$ cat config.mk
export PLATFORM = sky130hd
export DESIGN_NAME = char_lcd_nibble_command_sequencer
export DESIGN_NICKNAME = d
export VERILOG_FILES = /design/src/sv/lcdseq_pkg.sv /design/src/sv/lcdseq_decode.sv /design/src/sv/char_lcd_nibble_command_sequencer.sv
export SDC_FILE = /design/constraint.sdc
export NUM_CORES = 1
export LEC_CHECK = 0
export ABC_AREA = 1
export BUFFER_PORTS_ARGS = -buffer_cell sky130_fd_sc_hd__buf_4
export CORE_MARGIN = 2
export CORE_UTILIZATION = 44
export CTS_CLUSTER_DIAMETER = 200
export DETAILED_ROUTE_END_ITERATION = 10
export HOLD_SLACK_MARGIN = 0.05
export MAX_ROUTING_LAYER = met4
export PLACE_DENSITY = 0.7
export SETUP_SLACK_MARGIN = 0.5
export SYNTH_ARGS = -nofsm -noshare
export SYNTH_HDL_FRONTEND = slang
export SYNTH_SLANG_ARGS = --single-unit
$ cat constraint.sdc
create_clock -name aclk -period 6.4 [get_ports aclk]
set_input_delay 0.64 -clock aclk [delete_from_list [all_inputs] [get_ports aclk]]
set_output_delay 0.64 -clock aclk [all_outputs]
set_load 0.02 [all_outputs]
$ cat src/sv/lcdseq_pkg.sv
// shared types, command codes and init sequence tables for the lcd nibble sequencer
`timescale 1ns / 1ps

package lcdseq_pkg;

    localparam int MAX_ROWS_DEFAULT         = 4;
    localparam int POWER_UP_WAIT_MS_DEFAULT = 100;

    localparam int INIT_RESULTS = 17;
    localparam int STEP_W       = $clog2(INIT_RESULTS);
    localparam logic [STEP_W-1:0] INIT_LAST_STEP = STEP_W'(INIT_RESULTS - 1);

    localparam logic [6:0] STROBE_WAIT_MS = 7'd3;

    // register indexes on the configuration port
    localparam logic [1:0] CFG_LINES = 2'd0;
    localparam logic [1:0] CFG_COLS  = 2'd1;
    localparam logic [1:0] CFG_TALL  = 2'd2;

    typedef enum logic [2:0] {
        REQ_INIT   = 3'd0,
        REQ_CLEAR  = 3'd1,
        REQ_HOME   = 3'd2,
        REQ_CURSOR = 3'd3,
        REQ_CHAR   = 3'd4,
        REQ_FLAG   = 3'd5,
        REQ_SCROLL = 3'd6
    } req_t;

    localparam logic [2:0] FLAG_DISPLAY     = 3'd0;
    localparam logic [2:0] FLAG_CURSOR      = 3'd1;
    localparam logic [2:0] FLAG_BLINK       = 3'd2;
    localparam logic [2:0] FLAG_ENTRY_LEFT  = 3'd3;
    localparam logic [2:0] FLAG_ENTRY_SHIFT = 3'd4;

    localparam logic [7:0] CMD_CLEAR   = 8'h01;
    localparam logic [7:0] CMD_HOME    = 8'h02;
    localparam logic [7:0] CMD_WAKE    = 8'h03;
    localparam logic [7:0] CMD_ENTRY   = 8'h04;
    localparam logic [7:0] CMD_DISPLAY = 8'h08;
    localparam logic [7:0] CMD_SHIFT   = 8'h10;
    localparam logic [7:0] CMD_FUNC    = 8'h20;
    localparam logic [7:0] CMD_DDRAM   = 8'h80;

    localparam logic [7:0] SHIFT_DISPLAY = 8'h08;
    localparam logic [7:0] SHIFT_RIGHT   = 8'h04;
    localparam logic [7:0] FUNC_2LINE    = 8'h08;
    localparam logic [7:0] FUNC_TALL     = 8'h04;
    localparam logic [7:0] ROW1_OFFSET   = 8'h40;

    localparam logic [2:0] DISP_ON     = 3'b100;
    localparam logic [1:0] ENTRY_LEFT  = 2'b10;
    localparam logic [1:0] ENTRY_SHIFT = 2'b01;

    localparam logic [3:0] WAKE_EXTRA_MS  = 4'd10;
    localparam logic [3:0] WAKE3_EXTRA_MS = 4'd3;
    localparam logic [3:0] CLEAR_EXTRA_MS = 4'd2;

    typedef struct packed {
        logic [2:0] req_type;
        logic [7:0] char_code;
        logic [6:0] col;
        logic [7:0] row;
        logic [2:0] flag_select;
        logic       flag_value;
    } in_word_t;

    typedef struct packed {
        logic       reg_select;
        logic [3:0] nibble;
        logic       strobe_res;
        logic [6:0] wait_ms;
        logic       last;
    } out_word_t;

    typedef struct packed {
        logic [2:0] display_flags;
        logic [1:0] entry_flags;
        logic       tall_font_latched;
        logic [2:0] rows_in_use;
        logic [5:0] cols_in_use;
    } lcd_state_t;

    // one request ready for nibble emission; byte_val holds function set for init
    typedef struct packed {
        logic       is_init;
        logic       reg_select;
        logic [7:0] byte_val;
        logic [3:0] extra_ms;
    } job_t;

    function automatic logic [7:0] init_byte(input logic [2:0] idx, input logic [7:0] func);
        logic [7:0] b;
        case (idx)
            3'd0, 3'd1, 3'd2: b = CMD_WAKE;
            3'd3:             b = CMD_HOME;
            3'd4:             b = func;
            3'd5:             b = CMD_DISPLAY | {5'b0, DISP_ON};
            3'd6:             b = CMD_CLEAR;
            3'd7:             b = CMD_ENTRY | {6'b0, ENTRY_LEFT};
            default:          b = CMD_CLEAR;
        endcase
        return b;
    endfunction

    function automatic logic [3:0] init_extra(input logic [2:0] idx);
        logic [3:0] e;
        case (idx)
            3'd0, 3'd1: e = WAKE_EXTRA_MS;
            3'd2:       e = WAKE3_EXTRA_MS;
            3'd6:       e = CLEAR_EXTRA_MS;
            default:    e = 4'd0;
        endcase
        return e;
    endfunction

endpackage

$ cat src/sv/lcdseq_decode.sv
// request decoder: next display state and the byte job for one request
`timescale 1ns / 1ps

module lcdseq_decode
    import lcdseq_pkg::*;
#(
    parameter int MAX_ROWS = MAX_ROWS_DEFAULT
) (
    input  in_word_t   req,
    input  lcd_state_t state_cur,
    input  logic [2:0] rows_req,
    input  logic [5:0] cols_req,
    input  logic       tall_req,
    output lcd_state_t state_next,
    output job_t       job,
    output logic       has_job
);

    localparam logic [7:0] ROW_CAP = 8'(MAX_ROWS - 1);

    logic [7:0] row_clamp;
    logic [7:0] rows_m1;
    logic [7:0] row_offset;
    logic [7:0] addr_sum;
    logic       tall_sel;
    logic [7:0] func_byte;
    logic [2:0] disp_bit;
    logic [1:0] entry_bit;
    logic [2:0] disp_new;
    logic [1:0] entry_new;

    // cursor address
    always_comb begin
        rows_m1   = {5'b0, state_cur.rows_in_use} - 8'd1;
        row_clamp = req.row;
        if (row_clamp > ROW_CAP) begin
            row_clamp = ROW_CAP;
        end
        if (row_clamp > rows_m1) begin
            row_clamp = rows_m1;
        end
        row_offset = 8'd0;
        if (state_cur.rows_in_use != 3'd0) begin
            case (row_clamp)
                8'd1:    row_offset = ROW1_OFFSET;
                8'd2:    row_offset = {2'b0, state_cur.cols_in_use};
                8'd3:    row_offset = ROW1_OFFSET + {2'b0, state_cur.cols_in_use};
                default: row_offset = 8'd0;
            endcase
        end
        addr_sum = {1'b0, req.col} + row_offset;
    end

    assign tall_sel  = tall_req && (rows_req == 3'd1);
    assign func_byte = CMD_FUNC | ((rows_req > 3'd1) ? FUNC_2LINE : 8'd0)
                     | (tall_sel ? FUNC_TALL : 8'd0);
    assign disp_bit  = 3'(DISP_ON >> req.flag_select[1:0]);
    assign entry_bit = (req.flag_select == FLAG_ENTRY_LEFT) ? ENTRY_LEFT : ENTRY_SHIFT;
    assign disp_new  = req.flag_value ? (state_cur.display_flags | disp_bit)
                                      : (state_cur.display_flags & ~disp_bit);
    assign entry_new = req.flag_value ? (state_cur.entry_flags | entry_bit)
                                      : (state_cur.entry_flags & ~entry_bit);

    always_comb begin
        state_next = state_cur;
        job        = '0;
        has_job    = 1'b1;
        case (req.req_type)
            REQ_INIT: begin
                state_next.rows_in_use       = rows_req;
                state_next.cols_in_use       = cols_req;
                state_next.tall_font_latched = tall_sel;
                state_next.display_flags     = DISP_ON;
                state_next.entry_flags       = ENTRY_LEFT;
                job.is_init                  = 1'b1;
                job.byte_val                 = func_byte;
            end
            REQ_CLEAR: begin
                job.byte_val = CMD_CLEAR;
                job.extra_ms = CLEAR_EXTRA_MS;
            end
            REQ_HOME: begin
                job.byte_val = CMD_HOME;
                job.extra_ms = CLEAR_EXTRA_MS;
            end
            REQ_CURSOR: begin
                job.byte_val = CMD_DDRAM | addr_sum;
            end
            REQ_CHAR: begin
                job.reg_select = 1'b1;
                job.byte_val   = req.char_code;
            end
            REQ_FLAG: begin
                if (req.flag_select inside {FLAG_DISPLAY, FLAG_CURSOR, FLAG_BLINK}) begin
                    state_next.display_flags = disp_new;
                    job.byte_val             = CMD_DISPLAY | {5'b0, disp_new};
                end else if (req.flag_select inside {FLAG_ENTRY_LEFT, FLAG_ENTRY_SHIFT}) begin
                    state_next.entry_flags = entry_new;
                    job.byte_val           = CMD_ENTRY | {6'b0, entry_new};
                end else begin
                    has_job = 1'b0;
                end
            end
            REQ_SCROLL: begin
                job.byte_val = CMD_SHIFT | SHIFT_DISPLAY
                             | (req.flag_value ? SHIFT_RIGHT : 8'd0);
            end
            default: begin
                has_job = 1'b0;
            end
        endcase
    end

endmodule

$ cat src/sv/char_lcd_nibble_command_sequencer.sv
// top level: request intake, nibble emitter and output register
`timescale 1ns / 1ps

// Turns character-LCD requests into nibble words for a 4-bit bus. Each command or
// character byte gives two words, high nibble first, each carrying register select,
// strobe flag and the wait in ms to apply after it; the final word of a request has
// last set. Initialize gives 17 words: one pure power-up wait, then eight bytes.
// Throughput is one output word per cycle while m_ready does not stall the output
// register; a request is taken in the cycle its predecessor's last word moves to the
// output register, and a request that gives no words leaves no job pending. An
// accepted job is registered, then its first word in the output register driving
// m_data. Configuration registers are sampled only by an initialize request.
module char_lcd_nibble_command_sequencer
    import lcdseq_pkg::*;
#(
    parameter int MAX_ROWS         = MAX_ROWS_DEFAULT,
    parameter int POWER_UP_WAIT_MS = POWER_UP_WAIT_MS_DEFAULT
) (
    input  logic       aclk,
    input  logic       aresetn,
    input  logic       cfg_wr_en,
    input  logic [1:0] cfg_index,
    input  logic [5:0] cfg_data,
    input  logic       s_valid,
    output logic       s_ready,
    input  in_word_t   s_data,
    output logic       m_valid,
    input  logic       m_ready,
    output out_word_t  m_data
);

    localparam logic [6:0] POWER_UP_WAIT = 7'(POWER_UP_WAIT_MS);

    logic [2:0]  rows_req_reg;
    logic [5:0]  cols_req_reg;
    logic        tall_req_reg;
    lcd_state_t  state_reg, state_next, dec_state;
    job_t        job_reg, job_next, dec_job;
    logic        dec_has_job;
    logic        job_valid_reg, job_valid_next;
    logic [STEP_W-1:0] step_reg, step_next;
    logic        out_valid_reg, out_valid_next;
    out_word_t   out_word_reg, out_word_next, res_word;

    logic        accept;
    logic        emit;
    logic        job_last;
    logic [3:0]  init_t;
    logic [7:0]  cur_byte;
    logic [3:0]  cur_extra;
    logic        cur_high;

    lcdseq_decode #(
        .MAX_ROWS(MAX_ROWS)
    ) u_decode (
        .req       (s_data),
        .state_cur (state_reg),
        .rows_req  (rows_req_reg),
        .cols_req  (cols_req_reg),
        .tall_req  (tall_req_reg),
        .state_next(dec_state),
        .job       (dec_job),
        .has_job   (dec_has_job)
    );

    // current word of the pending job
    always_comb begin
        init_t   = 4'(step_reg - STEP_W'(1));
        res_word = '0;
        if (job_reg.is_init) begin
            cur_byte  = init_byte(init_t[3:1], job_reg.byte_val);
            cur_extra = init_extra(init_t[3:1]);
            cur_high  = !init_t[0];
            job_last  = (step_reg == INIT_LAST_STEP);
        end else begin
            cur_byte  = job_reg.byte_val;
            cur_extra = job_reg.extra_ms;
            cur_high  = !step_reg[0];
            job_last  = step_reg[0];
        end
        if (job_reg.is_init && step_reg == '0) begin
            res_word.wait_ms = POWER_UP_WAIT;
        end else begin
            res_word.reg_select = job_reg.reg_select;
            res_word.nibble     = cur_high ? cur_byte[7:4] : cur_byte[3:0];
            res_word.strobe_res = 1'b1;
            res_word.wait_ms    = STROBE_WAIT_MS + (cur_high ? 7'd0 : {3'b0, cur_extra});
        end
        res_word.last = job_last;
    end

    assign emit    = job_valid_reg && (!out_valid_reg || m_ready);
    assign s_ready = !job_valid_reg || (emit && job_last);
    assign accept  = s_valid && s_ready;
    assign m_valid = out_valid_reg;
    assign m_data  = out_word_reg;

    always_comb begin
        job_valid_next = job_valid_reg;
        job_next       = job_reg;
        step_next      = step_reg;
        out_valid_next = out_valid_reg;
        out_word_next  = out_word_reg;
        state_next     = state_reg;
        if (out_valid_reg && m_ready) begin
            out_valid_next = 1'b0;
        end
        if (emit) begin
            out_valid_next = 1'b1;
            out_word_next  = res_word;
            step_next      = step_reg + STEP_W'(1);
            if (job_last) begin
                job_valid_next = 1'b0;
            end
        end
        if (accept) begin
            job_valid_next = dec_has_job;
            job_next       = dec_job;
            step_next      = '0;
            state_next     = dec_state;
        end
    end

    always_ff @(posedge aclk) begin
        if (!aresetn) begin
            rows_req_reg  <= 3'd2;
            cols_req_reg  <= 6'd16;
            tall_req_reg  <= 1'b0;
            state_reg     <= '0;
            job_valid_reg <= 1'b0;
            step_reg      <= '0;
            out_valid_reg <= 1'b0;
        end else begin
            if (cfg_wr_en) begin
                case (cfg_index)
                    CFG_LINES: rows_req_reg <= cfg_data[2:0];
                    CFG_COLS:  cols_req_reg <= cfg_data;
                    CFG_TALL:  tall_req_reg <= cfg_data[0];
                    default:   ;
                endcase
            end
            state_reg     <= state_next;
            job_valid_reg <= job_valid_next;
            step_reg      <= step_next;
            out_valid_reg <= out_valid_next;
        end
    end

    always_ff @(posedge aclk) begin
        job_reg      <= job_next;
        out_word_reg <= out_word_next;
    end

    a_short_job_step: assert property (@(posedge aclk) disable iff (!aresetn)
        job_valid_reg && !job_reg.is_init |-> step_reg <= STEP_W'(1))
        else $error("byte job step out of range");

    a_init_job_step: assert property (@(posedge aclk) disable iff (!aresetn)
        job_valid_reg && job_reg.is_init |-> step_reg <= INIT_LAST_STEP)
        else $error("init job step out of range");

    a_wait_word: assert property (@(posedge aclk) disable iff (!aresetn)
        m_valid && !m_data.strobe_res |-> m_data.wait_ms == POWER_UP_WAIT && !m_data.last)
        else $error("pure wait word outside power-up slot");

    a_init_capture: assert property (@(posedge aclk) disable iff (!aresetn)
        accept && s_data.req_type == REQ_INIT
        |=> state_reg.rows_in_use == $past(rows_req_reg)
            && state_reg.cols_in_use == $past(cols_req_reg))
        else $error("init did not capture geometry");

    a_emit_loads_output: assert property (@(posedge aclk) disable iff (!aresetn)
        emit |=> m_valid)
        else $error("emitted word lost");

endmodule
==> metrics.md <==
| Metric | Value |
|---|---|
| CTS max path bufs | 2 |
| WS Path Type | flip-flop to flip-flop |
| Post-Route Utilization | between 50% and 60% |
| Startpoint types | flip-flop |
| Fmax | between 200 and 300 MHz |
| Area delta synth->final | 19.3% |
| PostCTS Resize Cnt | 0 |
| Arrival @ worst endpoint | between 3 and 4 ns |
| Skew final | roughly 0.008 ns |
| Cts bufs inserted | 5 |
| Worst rel slew slack | between 40% and 50% |
| Outcome | finished, final reports clean |
| Max reg flops | 14 |
| Worst setup EP type | flip-flop |
| Area taken by flip-flops and latches | between 0.001 and 0.0015 mm2 |
| Multi-input gate area | between 0.0015 and 0.002 mm2 |
| Core region area | between 0.007 and 0.008 mm2 |
| # DRC | 0 |
| Synthesized area per cell | approximately 7.5 um2 |
| WL final | between 6000 and 7000 um |
| Drt initial violations | about 140 |
| Peak supply drop | 0.0884 mV |
| Vias | 2885 |
| Count of final max-slew check failures | 0 |
| Min-Delay Path Class | flip-flop to flip-flop |
| Antenna Nets Post-Route | 0 |
| Root Buffer | clkbuf_8 |
| Hold-fix buffers, CTS | 0 |
| Tot GR Track Use | 18.8% |
| I/O Pins | 59 |
| Minimum clock period | roughly 3.5 ns |
| Total gr overflow | 0 |
| IO Port Bufs | 57 |
| DIE AREA | about 0.0080 mm2 |
| Layout cells sized above 1 | between 10% and 20% |
| Most frequent cells in the layout | nand2_1, inv_1, buf_4 |
| Final cycle utilization of the critical path | approximately 54% |
| Synth cell types | 36 |
| Final setup vio count | 0 |
| CTS tree | built |
| YS warnings | 0 |
| GPL Wtd Cong | between 0.8 and 0.9 |
| Seq/Total Area, Yosys | between 40 and 50% |
| CTS H-tree lvls | 2 |
| Largest net degree at the start of global routing | 28 |
| Endpoints failing hold | 0 |
| Die W | roughly 89 um |
| Area contributors post-synth | edfxtp_1, dfxtp_1, nand2_1 |
| Fin Setup TNS | 0 ns |
| Chip Height | ~89 um |
| Postcts setup bufs | 0 |
| Register bit total from synthesis | 54 |
| Clock sink count | 54 |
| RSZ-0062 raised after global routing | no |
| Vias per inst | 4.90 |
| Worst-path clk slew | approximately 0.10 ns |
| Worst-Margin Slew | a little under 0.8 ns |
| Hold slack | approximately 0.46 ns |
| Dominant cell type by area after synthesis | edfxtp_1 |
| Share of the synthesized area in the top cell type | 21.6% |
| Final HPWL DP | around 5500 um |
| Commonest non-fill, non-tap cell in the layout | nand2_1 |
| Mapped Area | 0.00320 mm2 |
| Leak | approximately 1.8 nW |
| Clock Latency Late Sink | approximately 0.31 ns |
| Drt pass-1 iters | 5 |
| Vias in the first global route | about 2700 |
| Initial antenna violation count | 0 |
| Fin nets | 554 |
| Max cap viols | 0 |
| # rows | 31 |
| Per-cell routed wire length | between 10 and 15 um |
| Syn Inst Count | around 430 |
| Power density cells | between 150 and 200 mW/mm2 |
| Ant. Diodes | 0 |
| CP max FO | 6 |
| Filler cells | 727 |
| Starting density of the core | about 45% |
| Critical Path RT | ~6.5 ns |
| Global-route wire length before repair | approximately 11000 um |
-- layer usage --
layer | global-route usage [%] | vias to the layer above | part of all wire (%)
met2 | 34.9 | 57 | 54
met1 | 20.0 | 1294 | 40
met4 | 5.56 | 0 | 1.3
met3 | 3.69 | 10 | 4.4
li1 | - | 1524 | -
met5 | - | - | 0
-- worst paths after layout --
check	from	end	slack, ns	cells after the start
worst max-delay path	state_reg[6]	job_reg[10]	2.95	22
worst min-delay path	state_reg[13]	state_reg[13]	0.46	2
worst max register to register	state_reg[6]	job_reg[10]	2.95	22
worst min register to register	state_reg[13]	state_reg[13]	0.46	2
-- power by group --
part / total (mW) / internal (mW) / switching [mW] / leakage [nW]
Clock: 0.189 / 0.0753 / 0.114 / 0.0416
Combinational: 0.132 / 0.0533 / 0.0787 / 1.24
Sequential: 0.389 / 0.381 / 0.00787 / 0.474
-- final cells by class --
class / count / area share, %
Inverter: 63 / 6.19
Tap cell: 99 / 3.24
Multi-Input combinational cell: 308 / 42.8
Timing Repair Buffer: 57 / 11.2
Clock inverter: 3 / 0.426
Sequential cell: 54 / 34.3
Clock buffer: 5 / 1.80
-- metrics by stage --
step / instance area (um2) / setup slack (ns) / power, mW / cells
finish: 3820 / 2.95 / 0.710 / 589
detailed placement: 3730 / 2.59 / 0.529 / 581
CTS: 3820 / 2.90 / 0.715 / 589
floorplan: 3220 / 3.01 / 0.479 / 431
global placement: 3730 / 2.70 / 0.526 / 581
global route: 3820 / 2.43 / 0.747 / 589
-- critical path: stages, from the launching register on --
cell      delay, ns
dfxtp_1        0.36
inv_1          0.10
ha_1           0.34
ha_1           0.30
nand2_1        0.05
nand2_1        0.05
nand2_1        0.04
nand2_1        0.05
nand2_1        0.04
nand2_1        0.07
nand2_1        0.08
o211ai_1       0.39
nor2_1         0.08
ha_1           0.22
fa_1           0.43
nand3_1        0.13
nand3_1        0.07
nand2_1        0.07
nand2_1        0.06
inv_1          0.05
nand4_1        0.09
nand3_1        0.09
nand2_1        0.05
-- logic make-up (layout without fill, tap and decap cells) --
group           Yosys count  count (layout)  share of synthesized area [%]
simple gates            208             208                           28.2
buf+inv                  69             128                           8.68
compound gates           66              66                           11.8
flops                    54              54                           41.0
fa+ha+maj                22              22                           8.83
xor+xnor                  5               5                           1.37
other cells               1               7                          0.117
-- synthesized netlist by cell type --
| cell type | number |
|---|---|
| nand2_2 | 2 |
| fa_1 | 1 |
| xor2_1 | 3 |
| a21oi_1 | 29 |
| and2_1 | 1 |
| nand2_1 | 98 |
| nor2_1 | 45 |
| o22ai_2 | 1 |
| conb_1 | 1 |
| ha_1 | 21 |
| clkbuf_1 | 2 |
| nand3b_1 | 1 |
| nor3_1 | 5 |
| inv_1 | 59 |
| nand3_1 | 38 |
| a31oi_1 | 3 |
| o21bai_1 | 1 |
| a22oi_1 | 1 |
| o21ai_2 | 1 |
| xnor2_1 | 2 |
| a21oi_2 | 1 |
| nor3_2 | 1 |
| a21o_1 | 1 |
| or2_2 | 3 |
| dfxtp_1 | 31 |
| buf_4 | 3 |
| o211ai_1 | 2 |
| o21ai_0 | 24 |
| buf_6 | 1 |
| a21boi_4 | 1 |
| nand4_1 | 12 |
| o2111ai_1 | 1 |
| nand3_2 | 2 |
| clkinv_1 | 2 |
| inv_2 | 2 |
| edfxtp_1 | 23 |
Note: power is estimated with default switching activity, not from simulation.
